===== src/hdl/mrlr_pkg.sv =====
`default_nettype none
package mrlr_pkg;

  localparam int MAX_LINE_DEFAULT = 90;
  localparam int LEN_W            = 7;
  localparam int WORD_COUNT       = 20;
  localparam int RING_INDEX       = 19;
  localparam int MAX_WORD_LEN     = 13;
  localparam int CODE_W           = 5;

  localparam logic [7:0] CHAR_CR    = 8'h0D;
  localparam logic [7:0] CHAR_SPACE = 8'h20;
  localparam logic [7:0] CHAR_SLASH = 8'h2F;

  localparam logic [CODE_W-1:0] CODE_NO_CARRIER = 5'd12;
  localparam logic [CODE_W-1:0] CODE_NO_ANSWER  = 5'd15;
  localparam logic [CODE_W-1:0] CODE_VOICE      = 5'd16;
  localparam logic [CODE_W-1:0] CODE_NONE       = 5'd17;

  // Text is right-justified: the last character sits in the low byte.
  localparam logic [MAX_WORD_LEN*8-1:0] WORD_TEXT [WORD_COUNT] = '{
    104'("CONNECT"),
    104'("CONNECT 300"),
    104'("CONNECT 1200"),
    104'("CONNECT 1275"),
    104'("CONNECT 2400"),
    104'("CONNECT 4800"),
    104'("CONNECT 7200"),
    104'("CONNECT 9600"),
    104'("CONNECT FAST"),
    104'("CONNECT 12000"),
    104'("CONNECT 14400"),
    104'("CONNECT 19200"),
    104'("CONNECT 38400"),
    104'("OK"),
    104'("NO CARRIER"),
    104'("NO DIALTONE"),
    104'("BUSY"),
    104'("NO ANSWER"),
    104'("VOICE"),
    104'("RING")
  };

  localparam logic [3:0] WORD_LEN [WORD_COUNT] = '{
    4'd7, 4'd11, 4'd12, 4'd12, 4'd12, 4'd12, 4'd12, 4'd12, 4'd12, 4'd13,
    4'd13, 4'd13, 4'd13, 4'd2, 4'd10, 4'd11, 4'd4, 4'd9, 4'd5, 4'd4
  };

  localparam logic [CODE_W-1:0] WORD_CODE [WORD_COUNT] = '{
    5'd1, 5'd1, 5'd2, 5'd3, 5'd4, 5'd5, 5'd6, 5'd7, 5'd7, 5'd8,
    5'd9, 5'd10, 5'd11, 5'd0, 5'd12, 5'd13, 5'd14, 5'd15, 5'd16, 5'd17
  };

endpackage
`default_nettype wire


===== src/hdl/mrlr_match.sv =====
`default_nettype none
module mrlr_match (
  input  wire logic [mrlr_pkg::WORD_COUNT-1:0] alive,
  input  wire logic [mrlr_pkg::LEN_W-1:0]      pos,
  input  wire logic [7:0]                      ch,
  output logic      [mrlr_pkg::WORD_COUNT-1:0] alive_next
);

  logic [7:0] up;

  always_comb begin
    if (ch >= 8'h61 && ch <= 8'h7A) begin
      up = ch - 8'h20;
    end else begin
      up = ch;
    end
  end

  for (genvar k = 0; k < mrlr_pkg::WORD_COUNT; k++) begin : g_word
    localparam int LEN = int'(mrlr_pkg::WORD_LEN[k]);
    logic [7:0] chars [mrlr_pkg::MAX_WORD_LEN];
    logic       in_word;
    logic       hit;

    for (genvar j = 0; j < mrlr_pkg::MAX_WORD_LEN; j++) begin : g_char
      if (j < LEN) begin : g_real
        assign chars[j] = mrlr_pkg::WORD_TEXT[k][(LEN-1-j)*8 +: 8];
      end else begin : g_pad
        assign chars[j] = 8'h00;
      end
    end

    assign in_word = (pos < mrlr_pkg::LEN_W'(LEN));
    assign hit     = in_word && (up == chars[pos[3:0]]);

    if (k == mrlr_pkg::RING_INDEX) begin : g_prefix
      // prefix word: stays alive once fully matched
      assign alive_next[k] = alive[k] && (!in_word || hit);
    end else begin : g_exact
      assign alive_next[k] = alive[k] && hit;
    end
  end

endmodule
`default_nettype wire


===== src/hdl/modem_result_line_recognizer.sv =====
`default_nettype none
// Modem result line recognizer. One received byte (tuser 0) or hangup event (tuser 1)
// per input item, one result item per input item. Bytes are assembled into a line ended
// by CR or by the MAX_LINE-th stored character; the text before the first '/' is matched,
// case-insensitive, against the Hayes result words and a RING prefix. Each item passes an
// input register and a result register, and a new item is taken every cycle unless the
// output stalls; the whole word match and state update sit between the two registers.
// A first RING sets answer_request; NO CARRIER, NO ANSWER, VOICE or a hangup re-arm it.
module modem_result_line_recognizer #(
  parameter int MAX_LINE = mrlr_pkg::MAX_LINE_DEFAULT
) (
  input  wire logic       clk,
  input  wire logic       rst,
  input  wire logic       s_tvalid,
  output logic            s_tready,
  input  wire logic [7:0] s_tdata,   // [7:0] rx_byte
  input  wire logic       s_tuser,   // [0] mode
  output logic            m_tvalid,
  input  wire logic       m_tready,
  output logic [7:0]      m_tdata,   // [4:0] result_code, [5] answer_request, [7:6] zero
  output logic            m_tlast    // line_done
);

  localparam int LW = mrlr_pkg::LEN_W;
  localparam int WC = mrlr_pkg::WORD_COUNT;
  localparam int RI = mrlr_pkg::RING_INDEX;

  logic        in_valid;
  logic        in_mode;
  logic [7:0]  in_byte;

  logic        out_valid;
  logic        out_last;
  logic [4:0]  out_code;
  logic        out_ans;

  logic [LW-1:0] line_length;
  logic [LW-1:0] compare_length;
  logic          slash_seen;
  logic [WC-1:0] pattern_alive;
  logic          answering;

  logic          adv;
  logic          is_char;
  logic          cmp_inc;
  logic [WC-1:0] alive_match;
  logic [WC-1:0] alive_next;
  logic [LW-1:0] cmp_next;
  logic [LW-1:0] len_next;
  logic          slash_next;
  logic          finish;
  logic          long_line;
  logic [4:0]    code;
  logic          ring_req;
  logic          clr_answer;

  assign adv      = in_valid && (!out_valid || m_tready);
  assign s_tready = !in_valid || adv;

  assign m_tvalid = out_valid;
  assign m_tlast  = out_last;
  assign m_tdata  = {2'b00, out_ans, out_code};

  mrlr_match u_match (
    .alive      (pattern_alive),
    .pos        (compare_length),
    .ch         (in_byte),
    .alive_next (alive_match)
  );

  always_comb begin
    is_char    = !in_mode && (in_byte >= mrlr_pkg::CHAR_SPACE);
    cmp_inc    = is_char && !slash_seen && (in_byte != mrlr_pkg::CHAR_SLASH);
    alive_next = cmp_inc ? alive_match : pattern_alive;
    cmp_next   = cmp_inc ? compare_length + 1'b1 : compare_length;
    slash_next = slash_seen || (is_char && (in_byte == mrlr_pkg::CHAR_SLASH));
    len_next   = is_char ? line_length + 1'b1 : line_length;
    finish     = (!in_mode && (in_byte == mrlr_pkg::CHAR_CR))
                 || (is_char && (len_next >= LW'(MAX_LINE)));
    long_line  = finish && (len_next >= LW'(2));

    // first alive exact word wins
    code = mrlr_pkg::CODE_NONE;
    for (int k = RI - 1; k >= 0; k--) begin
      if (alive_next[k] && (cmp_next == LW'(mrlr_pkg::WORD_LEN[k]))) begin
        code = mrlr_pkg::WORD_CODE[k];
      end
    end
    if (!long_line) begin
      code = mrlr_pkg::CODE_NONE;
    end

    clr_answer = long_line && ((code == mrlr_pkg::CODE_NO_CARRIER)
                 || (code == mrlr_pkg::CODE_NO_ANSWER) || (code == mrlr_pkg::CODE_VOICE));
    ring_req   = long_line && (code == mrlr_pkg::CODE_NONE) && alive_next[RI]
                 && (cmp_next >= LW'(mrlr_pkg::WORD_LEN[RI])) && !answering;
  end

  always_ff @(posedge clk) begin
    if (rst) begin
      in_valid <= 1'b0;
    end else if (s_tvalid && s_tready) begin
      in_valid <= 1'b1;
    end else if (adv) begin
      in_valid <= 1'b0;
    end
  end

  always_ff @(posedge clk) begin
    if (s_tvalid && s_tready) begin
      in_mode <= s_tuser;
      in_byte <= s_tdata;
    end
  end

  always_ff @(posedge clk) begin
    if (rst) begin
      out_valid <= 1'b0;
    end else begin
      out_valid <= adv || (out_valid && !m_tready);
    end
  end

  always_ff @(posedge clk) begin
    if (adv) begin
      out_last <= finish;
      out_code <= code;
      out_ans  <= ring_req;
    end
  end

  always_ff @(posedge clk) begin
    if (rst) begin
      line_length    <= '0;
      compare_length <= '0;
      slash_seen     <= 1'b0;
      pattern_alive  <= '1;
      answering      <= 1'b0;
    end else if (adv) begin
      if (finish) begin
        line_length    <= '0;
        compare_length <= '0;
        slash_seen     <= 1'b0;
        pattern_alive  <= '1;
      end else begin
        line_length    <= len_next;
        compare_length <= cmp_next;
        slash_seen     <= slash_next;
        pattern_alive  <= alive_next;
      end
      if (in_mode || clr_answer) begin
        answering <= 1'b0;
      end else if (ring_req) begin
        answering <= 1'b1;
      end
    end
  end

endmodule
`default_nettype wire


===== config.mk =====
export PLATFORM = sky130hd
export DESIGN_NAME = modem_result_line_recognizer
export DESIGN_NICKNAME = d
export VERILOG_FILES = /design/src/hdl/mrlr_pkg.sv /design/src/hdl/mrlr_match.sv /design/src/hdl/modem_result_line_recognizer.sv
export SDC_FILE = /design/constraint.sdc
export NUM_CORES = 1
export LEC_CHECK = 0
export BUFFER_PORTS_ARGS = -buffer_cell sky130_fd_sc_hd__buf_4
export CAP_MARGIN = 20
export CORE_MARGIN = 2
export CORE_UTILIZATION = 65
export CTS_CLUSTER_SIZE = 20
export DETAILED_ROUTE_END_ITERATION = 10
export HOLD_SLACK_MARGIN = 0.1
export PLACE_DENSITY_LB_ADDON = 0.1
export REMOVE_ABC_BUFFERS = 1
export SLEW_MARGIN = 25
export SYNTH_ARGS = -nofsm -noshare
export SYNTH_HDL_FRONTEND = slang
export SYNTH_SLANG_ARGS = --single-unit

===== constraint.sdc =====
create_clock -name clk -period 8.9 [get_ports clk]
set_clock_uncertainty 0.15 [all_clocks]
set_input_delay 1.335 -clock clk [delete_from_list [all_inputs] [get_ports clk]]
set_output_delay 1.335 -clock clk [all_outputs]
set_load 0.1 [all_outputs]

==> results of run 1 <==
metal layers:
layer	GRT usage, %	up-vias
li1	-	2825
met1	51.4	2879
met2	59.7	408
met3	6.47	68
met4	14.5	0
met5	0	-
flip-flops by register name, summed over array words and instances (netlist names):
register and cells:
out_ans 1, m_tvalid 1, slash_seen 1, in_mode 1, compare_length 7, in_byte 8
m_tlast 1, in_valid 1, answering 1, out_code 5, line_length 7, pattern_alive 20
cells in the final DEF, fill, tap and decap left out, types with 5 or more instances in the layout:
cell type,Yosys,layout
a21oi_1,41,41
inv_1,20,20
clkbuf_8,0,5
xnor2_1,43,43
or3_1,9,9
a211o_1,5,5
ha_1,12,12
a211oi_1,6,6
o211ai_1,9,9
a22oi_1,10,10
o21ai_0,45,45
nor3b_1,5,5
o21bai_1,5,5
o22ai_1,7,7
nand2b_1,17,17
o2111ai_1,5,5
a31oi_1,13,13
xor2_1,10,10
nor2b_1,18,18
a32oi_1,5,5
o31ai_1,7,7
nand2_1,65,65
buf_4,9,31
nand4_1,17,17
nor3_1,26,26
dfxtp_1,38,36
nor4_1,13,13
nor3_2,5,5
and3_1,6,6
edfxtp_1,16,16
and2_1,11,11
nor2_1,69,69
nand3_1,31,31
power breakdown:
part,internal (mW),switching [mW]
Sequential,0.262,0.0126
Clock,0.0731,0.0835
Combinational,0.0524,0.103
path summary, 6_finish.rpt:
kind,from,end,slack [ns],depth (start not counted)
worst min-delay path,pattern_alive[19]$_SDFFE_PP1P_,pattern_alive[19]$_SDFFE_PP1P_,0.32,2
worst min register to register,pattern_alive[19]$_SDFFE_PP1P_,pattern_alive[19]$_SDFFE_PP1P_,0.32,2
worst max-delay path,in_byte[3]$_DFFE_PP_,answering$_SDFFE_PP0P_,4.16,10
worst max register to register,in_byte[3]$_DFFE_PP_,answering$_SDFFE_PP0P_,4.16,10
layout make-up:
| type | instances | area [µm²] | share of cell area, % |
|---|---|---|---|
| Inverter | 24 | 90.1 | 1.50 |
| Multi-Input combinational cell | 632 | 4190 | 69.9 |
| Clock buffer | 7 | 97.6 | 1.63 |
| Clock inverter | 1 | 6.26 | 0.104 |
| Tap cell | 108 | 135 | 2.25 |
| Sequential cell | 54 | 1240 | 20.8 |
| Timing Repair Buffer | 31 | 233 | 3.88 |
cell families after synthesis:
group | Yosys count | synth area share, %
adders and majority gates | 12 | 2.55
buffers and inverters | 93 | 7.80
and+or+nand+nor | 335 | 31.5
DFF | 54 | 21.1
muxes | 3 | 0.510
AOI/OAI and AO/OA | 227 | 28.6
other | 1 | 0.0637
xor gates and xnor gates | 53 | 7.89
worst reg2reg max path: stages (launching register included):
cell and delay, ns:
edfxtp_1 0.76, or4_4 0.71, o22ai_2 0.48, nand2_1 0.72, and2_0 0.41, a31oi_1 0.33
a41oi_2 0.24, nor4b_2 0.34, o211ai_1 0.15, a211oi_1 0.29, a221oi_2 0.06
==> reports/results.txt, run 1 <==
worst skew pair latency: 0.30 ns
setup_tns: 0 ns
Iteration-0 DRC Markers: 753
flops & latches, synth: 54
synth cell count leaders: 69 x nor2_1, 65 x nand2_1, 45 x o21ai_0, 43 x xnor2_1, 41 x a21oi_1
vias in the first global route: 5778
Crit path buffers/inverters: 0
Area Growth Syn to Fin: 1.85%
CTS tree: built
WS Path Type: reg -> reg
Arr. time, crit path: 4.79 ns
Pwr Total: 587 µW
max cap viols: 0
wire per inst: 21.3 µm
Slowest cell on crit path: edfxtp_1
largest net degree at the start of global routing: 63
most numerous cell in the Yosys netlist: nor2_1
Initial Utilization: 67.1%
Leak: 2.07 nW
required time worst endpoint: 8.95 ns
Die W: 99.1 µm
RD Place Congestion: 1.03
Synth area leader: dfxtp_1
total CTS buffers: 5
worst-path cell chain: or4_4, o22ai_2, nand2_1, and2_0, a31oi_1, a41oi_2, nor4b_2, o211ai_1, a211oi_1, a221oi_2
Final min period: 4.74 ns
async set-reset flop share out of synthesis: 0%
Synth warnings: 0
Slew HR: 33.8%
run status: finished, final reports clean
Longest Clk Path Bufs: 2
WL final: 18300 µm
Max Fclk: 211 MHz
vias post-DR: 6180
worst-path maximum fanout: 29
Synth top area share: 12.9%
post-synthesis cell type count: 101
unrepaired setup endpoints after global routing: no
M1 WL: 7580 µm
CP Capture Type: flip-flop
Hold WS: 0.324 ns
Final Worst Setup Slack: 4.16 ns
pre-CTS setup slack: 4.33 ns
Most used DFF post-synth: dfxtp_1
top sig layer: met4
cts repair resizes: 0
synthesized area per cell: 7.56 µm²
Final Util: 68.4%
I/O pins: 24
post-CTS setup buffers: 0
DRC viols: 0
Final Cell Area: 5990 µm²
# diodes: 0
Via density: 7.21
global-route usage over all layers: 37.6%
main area contributors after synthesis: dfxtp_1 13%, edfxtp_1 8.2%, xnor2_1 6.4%
EDFF count, synth: 16
drt first pass iters: 6
met2 wire length: 8210 µm
Cell Count, Final, Fillers Out: 857
synthesized instance count: 778
placed cell area: 5890 µm²
Final Cycle Share: 53.3%
CP startpoint kind: flip-flop
total placed cells including tap cells: 849
Die Height: 99.1 µm
fill cell count: 742
GRT overflow: 0
CTS clk-pin slew, worst paths: 0.11 ns
Final Hold Fails: 0
# rows: 34
Detailed Place HPWL: 13200 µm
Max Transition Viols Final: 0
H-Tree Depth: 2
mapped cell area: 5880 µm²
wire length of the first global-routing pass: 30300 µm
root buffer cell: clkbuf_8
initial antenna violation count: 0
Seq/Total Area, Yosys: 21.1%
Worst-Margin Slew: 0.992 ns
core area: 8760 µm²
VDD IR-drop max: 0.0000821 V
post-route ant nets: 0
Met3 Wirelength: 1740 µm
layout cell share with drive strength beyond 1: 11.2%
Clock Sinks: 54
max incr delay on CP: 0.76 ns
Final nets: 773
Power Density: 97.9 nW/µm²
die area: 9830 µm²
I/O Buffers: 21
final setup vio count: 0
worst hold path class: reg -> reg
top cell family by delay on the critical path: simple AND/OR/NAND/NOR gates
cts hold-fix bufs: 0
Power figures use the tool's default switching activity.
==> run 2: changes to the inputs <==
Settings changed: CORE_UTILIZATION 65 to 58.
Clock period 8.9 ns to 3.9 ns, I/O delays scaled along.
==> reports/results.txt, run 2 (synthesis results as in run 1) <==
post-route ant nets: 0 (unchanged)
worst-path maximum fanout: 8 (-72%)
wire per inst: 22.1 µm (+3.6%)
Arr. time, crit path: 3.64 ns (-1.15 ns)
die area: 11000 µm² (+12%)
Max Fclk: 269 MHz (+28%)
root buffer cell: clkbuf_8
worst skew pair latency: 0.30 ns (about the same)
required time worst endpoint: 3.82 ns (-5.13 ns)
WL final: 20600 µm (+12%)
initial antenna violation count: 0 (unchanged)
Final Cycle Share: 95.3% (+42 points)
vias post-DR: 6418 (+3.9%)
Area Growth Syn to Fin: 9.25%
worst hold path class: in -> reg
Die Height: 105 µm (+5.6%)
Power Density: 210 nW/µm² (+110%)
most frequent cells in the layout: 77 x buf_4, 69 x nor2_1, 64 x nand2_1
max cap viols: 0 (unchanged)
Leak: 2.31 nW (+12%)
placed cell area: 6310 µm² (+7.1%)
Detailed Place HPWL: 15600 µm (+19%)
H-Tree Depth: 2 (unchanged)
vias in the first global route: 6057 (+4.8%)
Reg with most FFs: pattern_alive
drt first pass iters: 5 (-1)
CTS tree: built
wire length of the first global-routing pass: 32600 µm (+7.7%)
largest net degree at the start of global routing: 34 (-46%)
biggest regs: pattern_alive x20, in_byte x8
Max Transition Viols Final: 0 (unchanged)
I/O Buffers: 21 (unchanged)
worst r2r src: in_byte[2]$_DFFE_PP_
Worst-Margin Slew: 0.724 ns (-0.268 ns)
core area: 9820 µm² (+12%)
Worst R2R End: out_ans$_DFFE_PP_
Final nets: 821 (+6.2%)
CP Capture Type: flip-flop
Via density: 6.90 (-4.3%)
Initial Utilization: 59.9% (-7.2 points)
I/O pins: 24 (unchanged)
Final Cell Area: 6430 µm² (+7.3%)
# rows: 36 (+5.9%)
r2r worst-path depth: 10 (unchanged)
Clock Sinks: 54 (unchanged)
Slew HR: 51.5% (+18 points)
GRT overflow: 0 (unchanged)
unrepaired setup endpoints after global routing: no
min-delay src: s_tdata[0]
Iteration-0 DRC Markers: 827 (+9.8%)
Final Hold Fails: 0 (unchanged)
hold endpoint: in_byte[0]$_DFFE_PP_
Hold Crit Depth: 1 (-1)
cts repair resizes: 0 (unchanged)
run status: finished, final reports clean
RD Place Congestion: 1.04 (+0.82%)
layout cell share with drive strength beyond 1: 17.7% (+6.5 points)
Reg2Reg Setup Slack: 0.18 ns (-3.98 ns)
VDD IR-drop max: 0.000190 V (+130%)
Die W: 105 µm (+5.6%)
CP startpoint kind: flip-flop
post-CTS setup buffers: 0 (unchanged)
Final min period: 3.72 ns (-1.02 ns)
# diodes: 0 (unchanged)
CTS clk-pin slew, worst paths: 0.10 ns (about the same)
global-route usage over all layers: 37.0% (-0.65 points)
Hold WS: 0.303 ns (-0.0215 ns)
final setup vio count: 0 (unchanged)
WS Path Type: reg -> reg
Largest register FFs: 20 (unchanged)
total CTS buffers: 5 (unchanged)
DRC viols: 0 (unchanged)
Longest Clk Path Bufs: 2 (unchanged)
most common cell after layout, fill and taps aside: buf_4
cts hold-fix bufs: 0 (unchanged)
run 2: layout make-up:
cell class	count	area (µm²)
Multi-Input combinational cell	632	4230
Fill cell	915	3390
Sequential cell	54	1240
Timing Repair Buffer	79	618
Tap cell	133	166
Inverter	24	90.1
Clock buffer	7	76.3
Clock inverter	1	6.26
run 2: metrics by stage:
stage | cells | utilization, % | worst slack [ns] | setup TNS (ns) | power [mW]
2_1_floorplan | 710 | - | -0.163 | -0.555 | 0.882
3_3_place_gp | 922 | 64.2 | 0.0737 | 0 | 1.02
3_5_place_dp | 922 | 64.2 | 0.109 | 0 | 1.02
4_1_cts | 930 | 65.1 | 0.0839 | 0 | 1.33
5_1_grt | 930 | 65.5 | 0.00203 | 0 | 1.40
6_report | 930 | 65.5 | 0.184 | 0 | 1.35
run 2: how the worst max path moves through the flow:
stage                                   startpoint                endpoint  slack [ns]  cells after the start
floorplan           compare_length[1]$_SDFFE_PP0P_  answering$_SDFFE_PP0P_       -0.16                     11
global placement              in_byte[5]$_DFFE_PP_  answering$_SDFFE_PP0P_        0.07                     12
detailed placement            in_byte[5]$_DFFE_PP_  answering$_SDFFE_PP0P_        0.11                     12
CTS                           in_byte[5]$_DFFE_PP_       out_ans$_DFFE_PP_        0.08                     12
global route        compare_length[0]$_SDFFE_PP0P_  answering$_SDFFE_PP0P_       0.002                     12
finish                        in_byte[2]$_DFFE_PP_       out_ans$_DFFE_PP_        0.18                     10
run 2: per-layer routing:
| layer | vias to the layer above | track usage, % | part of all wire, % |
|---|---|---|---|
| li1 | 2921 | - | - |
| met1 | 2976 | 48.5 | 40 |
| met2 | 438 | 57.6 | 44 |
| met3 | 83 | 8.67 | 11 |
| met4 | 0 | 16.7 | 5.0 |
| met5 | - | 0 | 0 |
run 2: critical path, stage by stage (launching register included):
cell	delay (ns)
edfxtp_1	0.56
or4_4	0.64
nor2_4	0.25
nor3_2	0.10
mux2i_1	0.21
or4_4	0.63
a2111oi_2	0.42
o22ai_1	0.12
o211ai_1	0.14
and2_4	0.21
nor4b_2	0.05
run 2: report_power, final:
part / internal, mW / leakage [nW] / switching [mW] / total [mW]
clock: 0.129 / 0.0428 / 0.195 / 0.324
sequential: 0.598 / 0.459 / 0.0214 / 0.620
combinational: 0.147 / 1.81 / 0.259 / 0.406
